$ cat src/lrpm_pkg.sv
`timescale 1ns / 1ps
// ----------------------------------------------------------------------------
// lrpm_pkg
// Shared widths, generator constants and controller/datapath command types
// for the LCG random pick engine.
// ----------------------------------------------------------------------------
package lrpm_pkg;

    localparam int STATE_W   = 32;
    localparam int MAX_W     = 32;
    localparam int RAND_W    = 31;
    localparam int ADV_STEPS = 3;
    localparam int DIV_STEPS = RAND_W;
    localparam int CNT_W     = $clog2(DIV_STEPS);

    localparam logic [STATE_W-1:0] LCG_MUL = 32'd1103515245;
    localparam logic [STATE_W-1:0] LCG_INC = 32'd12345;

    // which slice of the raw word an advance fills
    localparam logic [1:0] ADV_LO  = 2'd0;
    localparam logic [1:0] ADV_MID = 2'd1;
    localparam logic [1:0] ADV_HI  = 2'd2;

    typedef struct packed {
        logic       load_max;
        logic       adv;
        logic [1:0] adv_sel;
        logic       div_step;
        logic       out_load;
    } lrpm_cmd_t;

endpackage

$ cat src/lcg_random_pick_modulo.sv
`timescale 1ns / 1ps
// ----------------------------------------------------------------------------
// lcg_random_pick_modulo
// Random pick engine: three LCG steps build a 31-bit value, reduced modulo
// the requested maximum (a maximum of zero returns the value as is).
// ----------------------------------------------------------------------------
// One word is taken at a time: it is accepted, the generator steps three
// times through the single 32x32 multiply-add, the radix-2 remainder unit
// runs 31 steps and the output register is loaded, which waits while the
// output is stalled. A new word is taken while the previous result still
// sits in the output register. Writing the seed loads the generator state
// directly; do it only while the block is idle.
module lcg_random_pick_modulo (
    input  logic                           aclk,
    input  logic                           aresetn,
    input  logic                           seed_value_we,
    input  logic [lrpm_pkg::STATE_W-1:0]   seed_value_wdata,
    input  logic                           s_valid,
    output logic                           s_ready,
    input  logic [lrpm_pkg::MAX_W-1:0]     s_value_max,
    output logic                           m_valid,
    input  logic                           m_ready,
    output logic [lrpm_pkg::RAND_W-1:0]    m_random_value
);
    import lrpm_pkg::*;

    lrpm_cmd_t cmd;

    lrpm_ctrl u_ctrl (
        .aclk    (aclk),
        .aresetn (aresetn),
        .s_valid (s_valid),
        .s_ready (s_ready),
        .m_valid (m_valid),
        .m_ready (m_ready),
        .cmd     (cmd)
    );

    lrpm_dp u_dp (
        .aclk             (aclk),
        .aresetn          (aresetn),
        .cmd              (cmd),
        .seed_value_we    (seed_value_we),
        .seed_value_wdata (seed_value_wdata),
        .s_value_max      (s_value_max),
        .m_random_value   (m_random_value)
    );

endmodule

$ cat src/lrpm_ctrl.sv
`timescale 1ns / 1ps
// ----------------------------------------------------------------------------
// lrpm_ctrl
// Sequencer: accept a word, step the generator three times, run the
// divider, then load the output register.
// ----------------------------------------------------------------------------
module lrpm_ctrl (
    input  logic              aclk,
    input  logic              aresetn,
    input  logic              s_valid,
    output logic              s_ready,
    output logic              m_valid,
    input  logic              m_ready,
    output lrpm_pkg::lrpm_cmd_t cmd
);
    import lrpm_pkg::*;

    localparam logic [1:0] ST_IDLE = 2'd0;
    localparam logic [1:0] ST_ADV  = 2'd1;
    localparam logic [1:0] ST_DIV  = 2'd2;
    localparam logic [1:0] ST_FIN  = 2'd3;

    logic [1:0]       state_reg, state_next;
    logic [CNT_W-1:0] cnt_reg, cnt_next;
    logic             m_valid_reg, m_valid_next;

    always_comb begin
        state_next   = state_reg;
        cnt_next     = cnt_reg;
        m_valid_next = m_valid_reg;
        cmd          = '0;
        s_ready      = 1'b0;
        if (m_valid_reg && m_ready) begin
            m_valid_next = 1'b0;
        end
        case (state_reg)
            ST_IDLE: begin
                s_ready = 1'b1;
                if (s_valid) begin
                    cmd.load_max = 1'b1;
                    cnt_next     = '0;
                    state_next   = ST_ADV;
                end
            end
            ST_ADV: begin
                cmd.adv     = 1'b1;
                cmd.adv_sel = cnt_reg[1:0];
                if (cnt_reg == CNT_W'(ADV_STEPS - 1)) begin
                    cnt_next   = '0;
                    state_next = ST_DIV;
                end else begin
                    cnt_next = cnt_reg + 1'b1;
                end
            end
            ST_DIV: begin
                cmd.div_step = 1'b1;
                if (cnt_reg == CNT_W'(DIV_STEPS - 1)) begin
                    cnt_next   = '0;
                    state_next = ST_FIN;
                end else begin
                    cnt_next = cnt_reg + 1'b1;
                end
            end
            ST_FIN: begin
                if (!m_valid_reg || m_ready) begin
                    cmd.out_load = 1'b1;
                    m_valid_next = 1'b1;
                    state_next   = ST_IDLE;
                end
            end
            default: begin
                state_next = ST_IDLE;
            end
        endcase
    end

    always_ff @(posedge aclk) begin
        if (!aresetn) begin
            state_reg   <= ST_IDLE;
            cnt_reg     <= '0;
            m_valid_reg <= 1'b0;
        end else begin
            state_reg   <= state_next;
            cnt_reg     <= cnt_next;
            m_valid_reg <= m_valid_next;
        end
    end

    assign m_valid = m_valid_reg;

endmodule

$ cat src/lrpm_dp.sv
`timescale 1ns / 1ps
// ----------------------------------------------------------------------------
// lrpm_dp
// Datapath: generator state with its multiply-add, raw word assembly,
// restoring radix-2 remainder unit and output register.
// ----------------------------------------------------------------------------
module lrpm_dp (
    input  logic                           aclk,
    input  logic                           aresetn,
    input  lrpm_pkg::lrpm_cmd_t            cmd,
    input  logic                           seed_value_we,
    input  logic [lrpm_pkg::STATE_W-1:0]   seed_value_wdata,
    input  logic [lrpm_pkg::MAX_W-1:0]     s_value_max,
    output logic [lrpm_pkg::RAND_W-1:0]    m_random_value
);
    import lrpm_pkg::*;

    logic [STATE_W-1:0] lcg_reg, lcg_next;
    logic [STATE_W-1:0] lcg_adv;
    logic [MAX_W-1:0]   max_reg;
    logic [RAND_W-1:0]  raw_reg, raw_next;
    logic [RAND_W-1:0]  rem_reg, rem_next;
    logic [RAND_W-1:0]  out_reg;
    logic [RAND_W:0]    rem_sh;
    logic [RAND_W:0]    rem_diff;

    assign lcg_adv = lcg_reg * LCG_MUL + LCG_INC;

    always_comb begin
        lcg_next = lcg_reg;
        if (seed_value_we) begin
            lcg_next = seed_value_wdata;
        end else if (cmd.adv) begin
            lcg_next = lcg_adv;
        end
    end

    // partial remainder never exceeds the partial dividend, so it fits RAND_W bits
    assign rem_sh   = {rem_reg, raw_reg[RAND_W-1]};
    assign rem_diff = rem_sh - max_reg;

    always_comb begin
        raw_next = raw_reg;
        rem_next = rem_reg;
        if (cmd.load_max) begin
            rem_next = '0;
        end
        if (cmd.adv) begin
            case (cmd.adv_sel)
                ADV_LO:  raw_next[9:0]   = lcg_adv[27:18];
                ADV_MID: raw_next[19:10] = lcg_adv[27:18];
                ADV_HI:  raw_next[30:20] = lcg_adv[28:18];
                default: raw_next = raw_reg;
            endcase
        end
        if (cmd.div_step) begin
            raw_next = {raw_reg[RAND_W-2:0], 1'b0};
            if (rem_sh >= max_reg) begin
                rem_next = rem_diff[RAND_W-1:0];
            end else begin
                rem_next = rem_sh[RAND_W-1:0];
            end
        end
    end

    always_ff @(posedge aclk) begin
        if (!aresetn) begin
            lcg_reg <= STATE_W'(1);
        end else begin
            lcg_reg <= lcg_next;
        end
    end

    always_ff @(posedge aclk) begin
        raw_reg <= raw_next;
        rem_reg <= rem_next;
        if (cmd.load_max) begin
            max_reg <= s_value_max;
        end
        if (cmd.out_load) begin
            out_reg <= rem_reg;
        end
    end

    assign m_random_value = out_reg;

endmodule

$ cat config.mk
export PLATFORM = sky130hd
export DESIGN_NAME = lcg_random_pick_modulo
export DESIGN_NICKNAME = d
export VERILOG_FILES = /design/src/lrpm_pkg.sv /design/src/lcg_random_pick_modulo.sv /design/src/lrpm_ctrl.sv /design/src/lrpm_dp.sv
export SDC_FILE = /design/constraint.sdc
export NUM_CORES = 1
export LEC_CHECK = 0
export BUFFER_PORTS_ARGS = -buffer_cell sky130_fd_sc_hd__buf_2
export CAP_MARGIN = 15
export CORE_AREA = 2 2 202 204
export CTS_BUF_LIST = sky130_fd_sc_hd__clkbuf_16
export DETAILED_ROUTE_END_ITERATION = 8
export DIE_AREA = 0 0 204 206
export PLACE_DENSITY = 0.53
export SYNTH_ARGS = -nofsm -noshare
export SYNTH_HDL_FRONTEND = slang
export SYNTH_SLANG_ARGS = --single-unit
$ cat constraint.sdc
create_clock -name aclk -period 9.25 [get_ports aclk]
set_clock_uncertainty 0.1 [all_clocks]
set_input_delay 1.3875 -clock aclk [delete_from_list [all_inputs] [get_ports aclk]]
set_output_delay 1.3875 -clock aclk [all_outputs]
set_load 0.02 [all_outputs]
==> metrics.md <==
| Metric | Value |
|---|---|
| Result of the run | completed |
| Worst path required time | 9470 ps |
| Flop2flop setup slack | 1800 ps |
| Xor/xnor share of the synthesized area | 4.70% |
| Max reg flops | 32 |
| TritonRoute pass-1 iters | 5 |
| M1 WL | 18700 microns |
| Register area share after synthesis | 28.3% |
| Global-route wire length before repair | 62900 microns |
| Top-Level Pins | 102 |
| Site Rows | 74 |
| Final WL | approximately 39000 microns |
| DR iter-0 viols | 565 |
| Mux cell area share after synthesis | 1.97% |
| Die X | ~200 microns |
| Post-route DRC | 0 |
| Worst-path clk slew | 80 ps |
| Reg2reg start | u_dp.lcg_reg[6] |
| Final Hold Fails | 0 |
| Main combinational cell family by area after synthesis | adder cells |
| Startpoint types | flip-flop |
| Hold path cells | 2 |
| DPL Wire Length | 31700 microns |
| Clock root buffer | clkbuf_16 |
| Asr flop ratio synth | 0% |
| Clock Sinks | approximately 160 |
| RSZ-0062 raised after global routing | no |
| Largest net degree at the start of global routing | 44 |
| CTS tree | yes |
| Ys Warns | 0 |
| Fin crit share | between 80 and 90% |
| Tot GR Track Use | roughly a fifth |
| Syn Area/Cell | ~10 sq um |
| Met2 WL | 18100 microns |
| Final instance area | approximately 17000 sq um |
| Fmax | 134 MHz |
| Crit end category | flip-flop |
| Routed WL per cell | 17.9 microns |
| Antenna cells | 0 |
| H-Tree Depth | 4 |
| DR vias | 10900 |
| Net Count, Synth | 2010 |
| Met3 WL | 1750 microns |
| Netlist Area Pre-Place | roughly 16000 sq um |
| Critical R2R Capture | u_dp.raw_reg[28] |
| Most common cell in the synthesized netlist | inv_1 |
| Fin crit period | 7450 ps |
| Post-synthesis simple-gate area fraction | 7.17% |
| Area leader, netlist | edfxtp_1 |
| Number of global-route vias before repair | ~11000 |
| Core ar. | 40200 sq um |
| Top cells by count, synth | inv_1 (383), ha_1 (221), fa_1 (155) |
| Antenna-violating nets left | 0 |
| Slew @ Worst Pin | between 900 and 1000 ps |
| Clock buffer depth | 2 |
| Synth Area in Compound Gates | 10.7% |
| CP Class | flip-flop to flip-flop |
| Clk_lat worst skew | about 450 ps |
| Worst EP arrival | 7670 ps |
| Total die area | 42000 sq um |
| Adder-cell share of the synthesized area | 37.1% |
| Fill cells | 3880 |
| GRT Residual Overflow | 0 |
| Synth unique cells | between 70 and 80 |
| Port bufs | just under 100 |
| Post CTS Setup Buffer Count | 0 |
| R2R depth | 23 |
| Chip Height | about 210 microns |
| Hold crit path type | flip-flop to flip-flop |
| Yosys top cell area share | 23.5% |
| Post-synthesis instance total | approximately 1600 |
| Rel. slew slack | 38.0% |
| Ratio of cells with drive above 1 in the final layout | 9.73% |
| GP Congestion | between 0.8 and 0.9 |
| CTS Hold Buffers Added | 0 |
| Final setup violation count | 0 |
| Layout overhead on the synthesized area | 10.4% |
| Initial core utilization | around two fifths |
| Layout net count | 2097 |
| Main flop type after synthesis | edfxtp_1 |
| Sink of the worst hold path | u_dp.raw_reg[0] |
| Num CTS Buffers | 17 |
| Hold path startpoint | u_dp.raw_reg[0] |
| Initial antenna violation count | 0 |
| Vias per cell | 4.97 |
| #FFs+latches synth | 162 |
| Setup TNS | 0 ps |
| Max Fanout on Critical Path | 9 |
| Max_cap viols | 0 |
| Synth area leaders | edfxtp_1 (24%), fa_1 (20%), ha_1 (17%) |
| Pins over their slew limit | 0 |
| Placed instance area | around 17000 sq um |
| Highest routed layer | met4 |
| Number of synthesized flops with an enable pin | 124 |
| Post-CTS resize count | 0 |
logic make-up after synthesis:
family	after synthesis
flip-flops	162
adder cells (fa/ha/maj)	376
AO/OA/AOI/OAI	240
XOR/XNOR	85
AND/OR/NAND/NOR	249
multiplexers	31
buffers and inverters	422
placed cells by master, fill, tap and decap left out, types with 30 or more instances in the layout:
| cell | Yosys | routed |
|---|---|---|
| fa_1 | 155 | 155 |
| ha_1 | 221 | 220 |
| nor2_1 | 75 | 75 |
| nand2_1 | 92 | 92 |
| buf_2 | 5 | 98 |
| edfxtp_1 | 124 | 124 |
| dfxtp_1 | 38 | 38 |
| inv_1 | 383 | 383 |
| o21ai_0 | 37 | 37 |
| xnor2_1 | 62 | 62 |
| mux2i_1 | 30 | 30 |
| a21oi_1 | 69 | 69 |
how the worst max path moves through the flow:
stage,slack (ps),to,start,depth (start not counted)
after floorplan,2800,u_dp.raw_reg[17],u_dp.lcg_reg[8],24
after global placement,1930,u_dp.raw_reg[30],u_dp.lcg_reg[6],23
after detailed placement,1950,u_dp.raw_reg[30],u_dp.lcg_reg[7],23
after CTS,1900,u_dp.raw_reg[30],u_dp.lcg_reg[7],23
after global routing,1290,u_dp.raw_reg[30],u_dp.lcg_reg[6],23
final,1800,u_dp.raw_reg[28],u_dp.lcg_reg[6],23
area by class of cell:
cell class | instances | area, sq um | share of cell area, %
clock buffer | 17 | 425 | 2.43
inverter | 383 | 1440 | 8.23
sequential | 162 | 4480 | 25.7
tap | 532 | 666 | 3.81
clock inverter | 15 | 146 | 0.838
multi-input combinational | 981 | 9760 | 55.8
timing repair buffer | 107 | 558 | 3.19
metrics by stage:
stage	hold WS (ps)	std cells	setup WS (ps)	utilization, %
after floorplan	333	1565	2800	-
after global placement	342	2165	1930	42.1
final	360	2197	1800	43.5
after CTS	362	2197	1900	43.5
after global routing	399	2197	1290	43.5
after detailed placement	353	2165	1950	42.1
critical path, cell delays in order, from the launching register on:
cell	delay [ps]
dfxtp_1	700
ha_1	410
xor2_1	370
ha_1	220
a21oi_1	70
fa_1	470
fa_1	520
inv_1	50
fa_1	520
fa_1	440
fa_1	540
inv_1	50
fa_1	520
inv_1	40
ha_1	410
a21o_1	200
a21o_1	170
a21oi_1	160
o21ai_0	100
a31oi_1	500
o31ai_1	190
xnor2_1	350
nand2_1	120
nand2_1	90
routing by layer:
metal	up-vias	track usage (%)
met3	39	3.28
met2	213	32.3
met5	-	0
met4	0	5.46
li1	5282	-
met1	5393	27.0
Power is not shown: default switching activity piles up to over one toggle a cycle in this logic, so the estimate is an artifact.
